## src/rtl/core/nc_pkg.sv

```systemverilog
// nc_pkg: shared types, codes and constants of the noise channel
// no dependencies; used by the interfaces and every module of the block
`timescale 1ns / 1ps

package nc_pkg;

    // field widths
    localparam int unsigned OP_W      = 2;
    localparam int unsigned LEN_IN_W  = 6;
    localparam int unsigned LEVEL_W   = 4;
    localparam int unsigned CFG_IDX_W = 3;
    localparam int unsigned CFG_DAT_W = 8;

    // state widths
    localparam int unsigned STEP_W    = 3;
    localparam int unsigned PERIOD_W  = 24;
    localparam int unsigned LFSR_W    = 15;
    localparam int unsigned LEN_CNT_W = 7;
    localparam int unsigned ENV_W     = 3;
    localparam int unsigned VOL_W     = 4;

    // constants
    localparam logic [LFSR_W-1:0]    LFSR_SEED   = 15'h7FFF;
    localparam logic [LEN_CNT_W-1:0] LEN_FULL    = 7'd64;
    localparam logic [PERIOD_W-1:0]  HALF_BASE   = 24'd8;
    localparam logic [VOL_W-1:0]     VOL_MAX     = 4'hF;
    localparam logic [STEP_W-1:0]    ENV_STEP    = 3'd7;
    localparam int unsigned          NARROW_TAP  = 6;
    localparam logic [4:0]           RATIO_SHIFT = 5'd4;

    // item operation codes
    typedef enum logic [OP_W-1:0] {
        OP_TIMER   = 2'd0,
        OP_FRAME   = 2'd1,
        OP_TRIGGER = 2'd2,
        OP_LENGTH  = 2'd3
    } op_t;

    // configuration register indexes
    localparam logic [CFG_IDX_W-1:0] REG_DIVIDE_RATIO      = 3'd0;
    localparam logic [CFG_IDX_W-1:0] REG_CLOCK_SHIFT       = 3'd1;
    localparam logic [CFG_IDX_W-1:0] REG_NARROW_MODE       = 3'd2;
    localparam logic [CFG_IDX_W-1:0] REG_LENGTH_ENABLE     = 3'd3;
    localparam logic [CFG_IDX_W-1:0] REG_ENVELOPE_PERIOD   = 3'd4;
    localparam logic [CFG_IDX_W-1:0] REG_ENVELOPE_INCREASE = 3'd5;
    localparam logic [CFG_IDX_W-1:0] REG_START_VOLUME      = 3'd6;

    // configuration register contents
    typedef struct packed {
        logic [2:0]       divide_ratio;
        logic [3:0]       clock_shift;
        logic             narrow_mode;
        logic             length_enable;
        logic [ENV_W-1:0] envelope_period;
        logic             envelope_increase;
        logic [VOL_W-1:0] start_volume;
    } cfg_t;

    // one result item
    typedef struct packed {
        logic [LEVEL_W-1:0] level;
        logic               channel_on;
        logic               noise_bit;
    } res_t;

endpackage

```

## src/rtl/core/nc_if.sv

```systemverilog
// nc_if: valid/ready channel interfaces for events, results and config writes
// depends on nc_pkg for field widths
`timescale 1ns / 1ps

// event item channel
interface nc_evt_if;
    logic                         valid;
    logic                         ready;
    logic [nc_pkg::OP_W-1:0]      operation;
    logic [nc_pkg::LEN_IN_W-1:0]  length_value;

    modport source (output valid, output operation, output length_value, input ready);
    modport sink   (input valid, input operation, input length_value, output ready);
endinterface

// result item channel
interface nc_res_if;
    logic                         valid;
    logic                         ready;
    logic [nc_pkg::LEVEL_W-1:0]   level;
    logic                         channel_on;
    logic                         noise_bit;

    modport source (output valid, output level, output channel_on, output noise_bit,
                    input ready);
    modport sink   (input valid, input level, input channel_on, input noise_bit,
                    output ready);
endinterface

// configuration write channel
interface nc_cfg_if;
    logic                         valid;
    logic                         ready;
    logic [nc_pkg::CFG_IDX_W-1:0] index;
    logic [nc_pkg::CFG_DAT_W-1:0] data;

    modport source (output valid, output index, output data, input ready);
    modport sink   (input valid, input index, input data, output ready);
endinterface

```

## src/rtl/core/nc_cfg.sv

```systemverilog
// nc_cfg: configuration register file of the noise channel
// depends on nc_pkg; fed from the config write channel of the top level
`timescale 1ns / 1ps

module nc_cfg (
    input  logic                         clk,
    input  logic                         rst_n,
    input  logic                         wr_en,
    input  logic [nc_pkg::CFG_IDX_W-1:0] wr_index,
    input  logic [nc_pkg::CFG_DAT_W-1:0] wr_data,
    output nc_pkg::cfg_t                 cfg
);
    import nc_pkg::*;

    cfg_t cfg_reg;
    cfg_t cfg_next;

    // decode a write into the addressed field, unknown indexes ignored
    always_comb
    begin
        cfg_next = cfg_reg;
        if (wr_en)
        begin
            case (wr_index)
                REG_DIVIDE_RATIO:      cfg_next.divide_ratio      = wr_data[2:0];
                REG_CLOCK_SHIFT:       cfg_next.clock_shift       = wr_data[3:0];
                REG_NARROW_MODE:       cfg_next.narrow_mode       = wr_data[0];
                REG_LENGTH_ENABLE:     cfg_next.length_enable     = wr_data[0];
                REG_ENVELOPE_PERIOD:   cfg_next.envelope_period   = wr_data[ENV_W-1:0];
                REG_ENVELOPE_INCREASE: cfg_next.envelope_increase = wr_data[0];
                REG_START_VOLUME:      cfg_next.start_volume      = wr_data[VOL_W-1:0];
                default:               cfg_next = cfg_reg;
            endcase
        end
    end

    // register storage
    always_ff @(posedge clk or negedge rst_n)
    begin
        if (!rst_n)
        begin
            cfg_reg <= '0;
        end
        else
        begin
            cfg_reg <= cfg_next;
        end
    end

    assign cfg = cfg_reg;

endmodule

```

## src/rtl/core/nc_eng.sv

```systemverilog
// nc_eng: channel state (period counter, lfsr, length, envelope) and its update
// depends on nc_pkg; driven by the registered event item from the top level
`timescale 1ns / 1ps

module nc_eng (
    input  logic                        clk,
    input  logic                        rst_n,
    input  logic                        advance,
    input  nc_pkg::op_t                 operation,
    input  logic [nc_pkg::LEN_IN_W-1:0] length_value,
    input  nc_pkg::cfg_t                cfg,
    output nc_pkg::res_t                res
);
    import nc_pkg::*;

    logic [STEP_W-1:0]    step_reg,   step_next;
    logic [PERIOD_W-1:0]  period_reg, period_next;
    logic [LFSR_W-1:0]    lfsr_reg,   lfsr_next;
    logic [LEN_CNT_W-1:0] len_reg,    len_next;
    logic [ENV_W-1:0]     env_reg,    env_next;
    logic [VOL_W-1:0]     vol_reg,    vol_next;
    logic                 on_reg,     on_next;

    logic [PERIOD_W-1:0]  reload;
    logic                 fb;
    logic [ENV_W-1:0]     env_dec;

    // period reload value
    always_comb
    begin
        if (cfg.divide_ratio != 3'd0)
        begin
            reload = {{(PERIOD_W-3){1'b0}}, cfg.divide_ratio}
                     << ({1'b0, cfg.clock_shift} + RATIO_SHIFT);
        end
        else
        begin
            reload = HALF_BASE << cfg.clock_shift;
        end
    end

    assign fb      = lfsr_reg[0] ^ lfsr_reg[1];
    assign env_dec = env_reg - 3'd1;

    // next state for one event
    always_comb
    begin
        step_next   = step_reg;
        period_next = period_reg;
        lfsr_next   = lfsr_reg;
        len_next    = len_reg;
        env_next    = env_reg;
        vol_next    = vol_reg;
        on_next     = on_reg;
        case (operation)
            OP_TIMER:
            begin
                if (period_reg <= 24'd1)
                begin
                    period_next = reload;
                    lfsr_next   = {fb, lfsr_reg[LFSR_W-1:1]};
                    if (cfg.narrow_mode)
                    begin
                        lfsr_next[NARROW_TAP] = fb;
                    end
                end
                else
                begin
                    period_next = period_reg - 24'd1;
                end
            end
            OP_FRAME:
            begin
                step_next = step_reg + 3'd1;
                // length clock on even steps
                if (!step_next[0] && cfg.length_enable && (len_reg != '0))
                begin
                    len_next = len_reg - 7'd1;
                    if (len_next == '0)
                    begin
                        on_next = 1'b0;
                    end
                end
                // envelope clock on the last step
                if ((step_next == ENV_STEP) && (cfg.envelope_period != '0))
                begin
                    env_next = env_dec;
                    if (env_dec == '0)
                    begin
                        env_next = cfg.envelope_period;
                        if (cfg.envelope_increase)
                        begin
                            if (vol_reg != VOL_MAX)
                            begin
                                vol_next = vol_reg + 4'd1;
                            end
                        end
                        else if (vol_reg != '0)
                        begin
                            vol_next = vol_reg - 4'd1;
                        end
                    end
                end
            end
            OP_TRIGGER:
            begin
                lfsr_next = LFSR_SEED;
                if (len_reg == '0)
                begin
                    len_next = LEN_FULL;
                end
                env_next = cfg.envelope_period;
                vol_next = cfg.start_volume;
                on_next  = 1'b1;
            end
            OP_LENGTH:
            begin
                len_next = LEN_FULL - {1'b0, length_value};
            end
            default:
            begin
                step_next = step_reg;
            end
        endcase
    end

    // result taken from the state after the event
    assign res.noise_bit  = lfsr_next[0];
    assign res.channel_on = on_next;
    assign res.level      = (on_next && !lfsr_next[0]) ? vol_next : '0;

    // state registers
    always_ff @(posedge clk or negedge rst_n)
    begin
        if (!rst_n)
        begin
            step_reg   <= '0;
            period_reg <= '0;
            lfsr_reg   <= '0;
            len_reg    <= '0;
            env_reg    <= '0;
            vol_reg    <= '0;
            on_reg     <= 1'b0;
        end
        else if (advance)
        begin
            step_reg   <= step_next;
            period_reg <= period_next;
            lfsr_reg   <= lfsr_next;
            len_reg    <= len_next;
            env_reg    <= env_next;
            vol_reg    <= vol_next;
            on_reg     <= on_next;
        end
    end

endmodule

```

## src/rtl/core/noise_channel_lfsr_envelope_top.sv

```systemverilog
// noise_channel_lfsr_envelope_top: noise channel with input and result registers
// depends on nc_pkg, nc_if, nc_cfg and nc_eng
//
//   channel | role   | payload
//   --------+--------+--------------------------------------
//   evt     | sink   | operation, length_value
//   res     | source | level, channel_on, noise_bit
//   cfg     | sink   | index, data (always ready)
//
// an item waits in the input register and the state update is combinational, so its
// result moves on to the result register; one item per cycle while results are taken
// reset clears the channel state, config registers and both valid flags
// a stalled result holds the result register, and the input register keeps
// accepting until both stages are full
`timescale 1ns / 1ps

module noise_channel_lfsr_envelope_top (
    input  logic     clk,
    input  logic     rst_n,
    nc_evt_if.sink   evt,
    nc_res_if.source res,
    nc_cfg_if.sink   cfg
);
    import nc_pkg::*;

    logic                in_valid_reg;
    op_t                 in_op_reg;
    logic [LEN_IN_W-1:0] in_len_reg;
    logic                out_valid_reg;
    res_t                out_res_reg;

    logic advance;
    logic evt_take;
    cfg_t cfg_val;
    res_t eng_res;

    // handshake control
    assign advance   = in_valid_reg && (!out_valid_reg || res.ready);
    assign evt.ready = !in_valid_reg || advance;
    assign evt_take  = evt.valid && evt.ready;
    assign cfg.ready = 1'b1;

    // configuration registers
    nc_cfg u_cfg (
        .clk      (clk),
        .rst_n    (rst_n),
        .wr_en    (cfg.valid),
        .wr_index (cfg.index),
        .wr_data  (cfg.data),
        .cfg      (cfg_val)
    );

    // channel state and update
    nc_eng u_eng (
        .clk          (clk),
        .rst_n        (rst_n),
        .advance      (advance),
        .operation    (in_op_reg),
        .length_value (in_len_reg),
        .cfg          (cfg_val),
        .res          (eng_res)
    );

    // input register
    always_ff @(posedge clk or negedge rst_n)
    begin
        if (!rst_n)
        begin
            in_valid_reg <= 1'b0;
        end
        else if (evt.ready)
        begin
            in_valid_reg <= evt.valid;
        end
    end

    always_ff @(posedge clk)
    begin
        if (evt_take)
        begin
            in_op_reg  <= op_t'(evt.operation);
            in_len_reg <= evt.length_value;
        end
    end

    // result register
    always_ff @(posedge clk or negedge rst_n)
    begin
        if (!rst_n)
        begin
            out_valid_reg <= 1'b0;
        end
        else if (advance)
        begin
            out_valid_reg <= 1'b1;
        end
        else if (res.ready)
        begin
            out_valid_reg <= 1'b0;
        end
    end

    always_ff @(posedge clk)
    begin
        if (advance)
        begin
            out_res_reg <= eng_res;
        end
    end

    assign res.valid      = out_valid_reg;
    assign res.level      = out_res_reg.level;
    assign res.channel_on = out_res_reg.channel_on;
    assign res.noise_bit  = out_res_reg.noise_bit;

endmodule

```

## src/flat_wrapper.sv

```systemverilog
// flat-port wrapper written by rule: the top's interface ports become plain ports
module noise_channel_lfsr_envelope_top_flat import nc_pkg::*;
  (clk, rst_n, evt_valid, evt_operation, evt_length_value, evt_ready, res_valid, res_level, res_channel_on, res_noise_bit, res_ready, cfg_valid, cfg_index, cfg_data, cfg_ready);
  nc_evt_if evt_i ();
  nc_res_if res_i ();
  nc_cfg_if cfg_i ();
  input  logic clk;
  input  logic rst_n;
  input wire logic [$bits(evt_i.valid)-1:0] evt_valid;
  input wire logic [$bits(evt_i.operation)-1:0] evt_operation;
  input wire logic [$bits(evt_i.length_value)-1:0] evt_length_value;
  output wire logic [$bits(evt_i.ready)-1:0] evt_ready;
  output wire logic [$bits(res_i.valid)-1:0] res_valid;
  output wire logic [$bits(res_i.level)-1:0] res_level;
  output wire logic [$bits(res_i.channel_on)-1:0] res_channel_on;
  output wire logic [$bits(res_i.noise_bit)-1:0] res_noise_bit;
  input wire logic [$bits(res_i.ready)-1:0] res_ready;
  input wire logic [$bits(cfg_i.valid)-1:0] cfg_valid;
  input wire logic [$bits(cfg_i.index)-1:0] cfg_index;
  input wire logic [$bits(cfg_i.data)-1:0] cfg_data;
  output wire logic [$bits(cfg_i.ready)-1:0] cfg_ready;
  assign evt_i.valid = evt_valid;
  assign evt_i.operation = evt_operation;
  assign evt_i.length_value = evt_length_value;
  assign evt_ready = evt_i.ready;
  assign res_valid = res_i.valid;
  assign res_level = res_i.level;
  assign res_channel_on = res_i.channel_on;
  assign res_noise_bit = res_i.noise_bit;
  assign res_i.ready = res_ready;
  assign cfg_i.valid = cfg_valid;
  assign cfg_i.index = cfg_index;
  assign cfg_i.data = cfg_data;
  assign cfg_ready = cfg_i.ready;
  noise_channel_lfsr_envelope_top u_core (.clk(clk), .rst_n(rst_n), .evt(evt_i), .res(res_i), .cfg(cfg_i));
endmodule
```

## config.mk

```make
export PLATFORM = sky130hd
export DESIGN_NAME = noise_channel_lfsr_envelope_top_flat
export DESIGN_NICKNAME = d
export VERILOG_FILES = /design/src/rtl/core/nc_pkg.sv /design/src/rtl/core/nc_if.sv /design/src/rtl/core/nc_cfg.sv /design/src/rtl/core/nc_eng.sv /design/src/rtl/core/noise_channel_lfsr_envelope_top.sv /design/src/flat_wrapper.sv
export SDC_FILE = /design/constraint.sdc
export NUM_CORES = 1
export LEC_CHECK = 0
export BUFFER_PORTS_ARGS = -buffer_cell sky130_fd_sc_hd__buf_2
export CAP_MARGIN = 20
export CELL_PAD_IN_SITES_DETAIL_PLACEMENT = 2
export CELL_PAD_IN_SITES_GLOBAL_PLACEMENT = 2
export CORE_UTILIZATION = 40
export CTS_CLUSTER_SIZE = 10
export DETAILED_ROUTE_END_ITERATION = 12
export PLACE_DENSITY = 0.88
export SLEW_MARGIN = 25
export SYNTH_ARGS = -nofsm -noshare
export SYNTH_HDL_FRONTEND = slang
export SYNTH_HIERARCHICAL = 1
export SYNTH_SLANG_ARGS = --single-unit
```

## constraint.sdc

```tcl
create_clock -name clk -period 3.06 [get_ports clk]
set_input_delay 0.612 -clock clk [delete_from_list [all_inputs] [get_ports clk]]
set_output_delay 0.612 -clock clk [all_outputs]
set_load 0.01 [all_outputs]
```

; ---- After elaboration in Yosys (flattened, before gate mapping)
; Cells that the tools add are included.
[word_totals]
ff_bits = 90
latch_bits = 0
ramBits = 0
romBits = 0
inputBits = 24
output_inout_bits = 9
wordCells = 108
n_memories = 0
[classes]
add_sub_neg = 8
mul = 0
div = 0
n_lt_le_gt_ge = 1
n_eq_ne = 15
shift = 2
muxes = 22
n_bitwise = 1
reduce_logical = 37
[ops]
columns = cell, count
row1 = 24-bit two-way mux, 2
row2 = 15-bit case mux with 2 select lines, 1
row3 = "24-bit by 1-bit <= comparator with 1-bit output, second input constant", 1
row4 = 3-bit by 5-bit << shifter with 24-bit output, 1
row5 = "4-bit by 4-bit << shifter with 24-bit output, first input constant", 1
row6 = "24-bit by 1-bit subtractor with 24-bit output, second input constant", 1
row7 = 7-bit case mux with 3 select lines, 1
row8 = 4-bit two-way mux, 5
row9 = 2-bit AND reduction, 9
row10 = 15-bit two-way mux, 1
row11 = 7-bit logical NOT, 2
row12 = 7-bit two-way mux, 2
row13 = "3-bit == test, second input constant", 4
row14 = 3-bit nonzero test, 3
row15 = "2-bit != test, second input constant", 4
row16 = 4-bit case mux with 2 select lines, 1
row17 = 7-bit nonzero test, 1
row18 = "7-bit by 1-bit subtractor with 7-bit output, second input constant", 1
row19 = "7-bit by 6-bit subtractor with 7-bit output, first input constant", 1
row20 = "3-bit by 2-bit == test with 1-bit output, second input constant", 2
row21 = 1-bit logical AND, 6
row22 = 3-bit logical NOT, 2
row23 = 3-bit two-way mux, 2
row24 = 3-bit case mux with 2 select lines, 1
row25 = other kinds (19), 31

; ---- Logic depth before layout (Yosys ltp)
[logic_depth]
ltp_word = 7
ltp_mapped = 8
depth_no_buf = 7

; ---- Hierarchy
; The synthesis kept the hierarchy.
[modules_own_cells]
columns = mod, n_inst, cells_per_inst, area_each_um2, seq_area_each_um2
row1 = nc_eng, 1, 502, 4316.6, 1426.4
row2 = nc_cfg, 1, 41, 742.0, 425.4
row3 = noise_channel_lfsr_envelope_top, 1, 24, 535.5, 470.5

; ---- Worst setup path after synthesis
; No wires, ideal clock.
[synth_timing]
kind = register to register
start = register u_core.u_eng.period_reg[4]
end = register u_core.out_res_reg (netlist bit u_core/res.level[2]), data pin
setup_time_ns = 0.270
arrival_ns = 2.225
required_time_ns = 2.790
path_slack_ns = 0.565
path_stages_with_launch = 7
n_path_buf = 1
period_less_slack_ns = 2.495
path_cell_list = dfrtp_1 -> or4_4 -> or4_4 -> buf_6 -> nor3_1 -> mux2i_1 -> nor3_1
[synth_via]
elab_chain_cells = 5
[synth_lines]
columns = item, line_no
row1 = "start, declared", nc_eng.sv:17  ; logic [PERIOD_W-1:0] period_reg, period_next;
row2 = "start signal, assigned", nc_eng.sv:148  ; period_reg <= period_next;
row3 = 24-bit by 1-bit <= comparator with 1-bit output, nc_eng.sv:58  ; if (period_reg <= 24'd1)
row4 = 15-bit two-way mux, nc_eng.sv:58
row5 = 15-bit case mux with 2 select lines, nc_eng.sv:55  ; case (operation)
row6 = via u_core.u_eng.lfsr_next[0], nc_eng.sv:18  ; logic [LFSR_W-1:0] lfsr_reg, lfsr_next;
row7 = 1-bit logical NOT, nc_eng.sv:130  ; assign res.level = (on_next && !lfsr_next[0]) ? vol_next : '0;
row8 = 1-bit logical AND, nc_eng.sv:130
row9 = "end signal, assigned", noise_channel_lfsr_envelope_top.sv:107  ; out_res_reg <= eng_res;
row10 = "end, declared", noise_channel_lfsr_envelope_top.sv:30  ; res_t out_res_reg;
; The timed path passes the listed nets, and every way through them passes these cells. The select of a mux whose other input is x is not followed.
; A chain may end at the register's enable or synchronous reset.

; ---- Worst setup path after layout
[layout_timing]
start = register u_core.u_eng.period_reg[4]
end = register u_core.u_eng.period_reg[5]
[layout_via]
elab_chain_cells = 2
elab_cells_between_ends = 3
cone_classes = add/sub: 1 / order compare: 1 / mux: 1
[layout_lines]
columns = item, line_no
row1 = 24-bit by 1-bit subtractor with 24-bit output / 24-bit by 1-bit <= comparator with 1-bit output (equally long branches), "nc_eng.sv:69, nc_eng.sv:58"
row2 = 24-bit two-way mux *, nc_eng.sv:58
; Every way passes the cells marked *; elsewhere a longest branch is shown, timed or not.

==> metrics.yaml <==
synth:
  async_reset_ff_share_pct: 84.4
  synth-seq-area-share_pct: 41.5
  synth_edf_count: 14
  ys.flop_type: "dfrtp_1"
  synth_top_area_cell: "dfrtp_1"
  avgSynthCellArea_sq_um: 9.87
  synth.area.top_cells: "dfrtp_1 34%, edfxtp_1 7.5%, ha_1 4.0%"
  ys_ff_latch: 90
  yosys.area.top_type_share_pct: 34.0
  synth.distinct_cells: 78
  syn_inst: 567
  synth_area_sq_um: 5590
  yosysWarningCount: 6
  synth_nets: 609
setup_path:
  critPathCaptureType: "flop"
  crit_type: "reg -> reg"
  crit_start: "u_core/u_eng/period_reg[4]"
  arrival_ns: 3.02
  path_max_fanout: 7
  worstPathRequired_ns: 3.31
  r2r-start: "u_core/u_eng/period_reg[4]"
  start_kind: "flop"
placement:
  placed_cell_area_sq_um: 5900
  dp_hpwl_mm: 12.7
  place_inst: 754
  gp_congestion: 0.911
  port_buffers: 27
pwr:
  netSwitchingPower_mw: 1.74
  power_frac_comb_pct: 32.3
  p_clk_share_pct: 25.7
  intPower_mw: 2.58
  p_seq_share_pct: 42.0
  peakVddDrop_uv: 320
  p_leak_nw: 2.39
  power.density_nw_per_um2: 697
  swShare_pct: 40.3
cts:
  clock_latency_ns: 0.36
  cts_resized: 0
  holdBufCountCts: 0
  clkTransAtPathRegs_ns: 0.07
  cts_setup_buffers: 0
  cts_tree: "built"
  cts.sinks: 90
  clk_path_buf_depth: 2
  cts_made_buffers: 9
  htreeDepth: 3
  root_buffer: "clkbuf_16"
global_route:
  grt_pass1_wl_mm: 30.0
  antenna_found_initial: 0
  grt_max_degree: 43
  grt_usage_pct: 27.0
  grt_pass1_vias: 5378
  overflow: 0
cells_and_area:
  drive_gt1_share_pct: 17.7
  fillerInstances: 1414
  post-route-util_pct: 46.0
  mostFrequentLayoutCell: "dfrtp_1"
  nets: 631
  num_antenna_cells: 0
  largest_register_ffs: 24
  seq_area_sq_um: 2320
  postLayoutCellArea_sq_um: 6190
  fin_cells: 770
  layout_common_cells: "76 x dfrtp_1, 37 x nand2_1, 33 x o21ai_0"
  multi_input_area_sq_um: 2990
  area_delta_synth_final_pct: 10.7
timing:
  hold_viol: 0
  fin_crit_sh_pct: 90.5
  worstMarginPinSlew_ns: 0.852
  clock_skew_ns: 0.0104
  relSlewSlack_pct: 42.7
  rsz0062_at_grt: "no"
  finalSetupTns_ns: 0
  fmax_mhz: 361
  maxSlewViolCount: 0
  post-route-min-period_ns: 2.77
  finalSetupViolations: 0
floorplan:
  ios: 33
  fp.dieH_um: 120
  core_area_sq_um: 13500
  fp.dieArea_sq_um: 14500
  die_w_um: 120
  initial_core_util_pct: 41.6
  placementRows: 42
detailed_routing:
  ant_nets: 0
  wl_per_cell_um: 24.1
  drt-total-wl_mm: 18.6
  via_per_inst: 6.26
  drc: 0
  first_iter_violations: 302
  vias: 4819
  dr.pass1.iters: 4
run_status:
  status: "complete, no violations"
flow_run:
  drv_cap: 0
hold_path:
  min-delay-path-class: "in -> async"
[stage by stage]
step                      power (mW)  setup slack (ns)  hold slack [ns]
after detailed placement        3.15             0.350            0.478
after CTS                       4.30             0.304            0.281
final                           4.31             0.290            0.262
after global routing            4.51             0.199            0.293
after floorplan                 2.68             0.565            0.316
after global placement          2.99             0.372            0.468
[power by group through the flow]
| stage | sequential [mW] | clock (mW) | combinational, mW |
|---|---|---|---|
| final | 1.81 | 1.11 | 1.39 |
| after floorplan | 1.65 | 0 | 1.03 |
| after global placement | 1.78 | 0 | 1.21 |
| after CTS | 1.80 | 1.12 | 1.38 |
| after global routing | 1.84 | 1.16 | 1.50 |
| after detailed placement | 1.83 | 0 | 1.32 |
[path summary, 6_finish.rpt]
check                                                   to  slack [ns]  depth (start not counted)
worst max register to register  u_core/u_eng/period_reg[5]        0.29                          5
worst min register to register   u_core/u_eng/lfsr_reg[10]        0.49                          1
min in group clk                      u_core/in_len_reg[4]        0.42                          1
worst min-delay path               u_core/u_eng/env_reg[1]        0.26                          1
max in group asynchronous       u_core/u_eng/period_reg[2]        2.10                          2
worst max-delay path            u_core/u_eng/period_reg[5]        0.29                          5
[cell families (layout without fill, tap and decap cells)]
group,count (synthesis),after routing,synth area share (%)
multiplexers,27,27,5.82
adder cells (fa/ha/maj),18,18,4.03
buffers and inverters,62,89,5.05
flip-flops,90,90,41.5
other,1,1,0.0670
AND/OR/NAND/NOR,203,203,22.0
AO/OA/AOI/OAI,156,156,20.0
XOR/XNOR,10,10,1.57
[metal layers]
layer,up-vias,global-route usage (%),routed length [um]
li1,2186,-,-
met1,2508,33.5,8130
met2,94,46.8,9310
met3,31,4.43,610
met4,0,10.6,526
met5,-,0,0
[worst max-delay path, cell delays in order, from the launching register on]
cell     delay [ns]
dfrtp_1        0.45
or4_4          0.62
or4_4          0.53
nor4_4         0.55
nand2_2        0.19
o221a_2        0.32
[cell type report]
class	count	area share [%]
clock buffers	9	3.64
multi-input cells	415	48.3
well taps	176	3.56
flip-flops and latches	90	37.5
repair buffers	43	4.16
clock inverters	7	1.03
inverters	30	1.82
[synth_stat cells, types with 5 or more instances]
master / n
dfrtp_1: 76
nand2_1: 37
o21ai_0: 33
inv_1: 30
nor2_1: 29
nand3_1: 21
clkbuf_1: 19
nor3_1: 19
a21oi_1: 18
ha_1: 18
o22a_1: 17
edfxtp_1: 14
mux2_2: 12
a22oi_1: 11
or3_1: 11
nand2b_1: 10
xnor2_1: 9
mux2_4: 8
nor4_1: 8
or2_2: 8
mux2i_1: 7
nor2b_1: 7
a211oi_1: 6
nor3b_1: 6
o22ai_1: 6
o41ai_1: 6
or4_1: 6
a2bb2oi_1: 5
a31oi_1: 5
buf_4: 5
nand4_1: 5
o32ai_1: 5
Note: power is estimated with default switching activity, not from simulation.
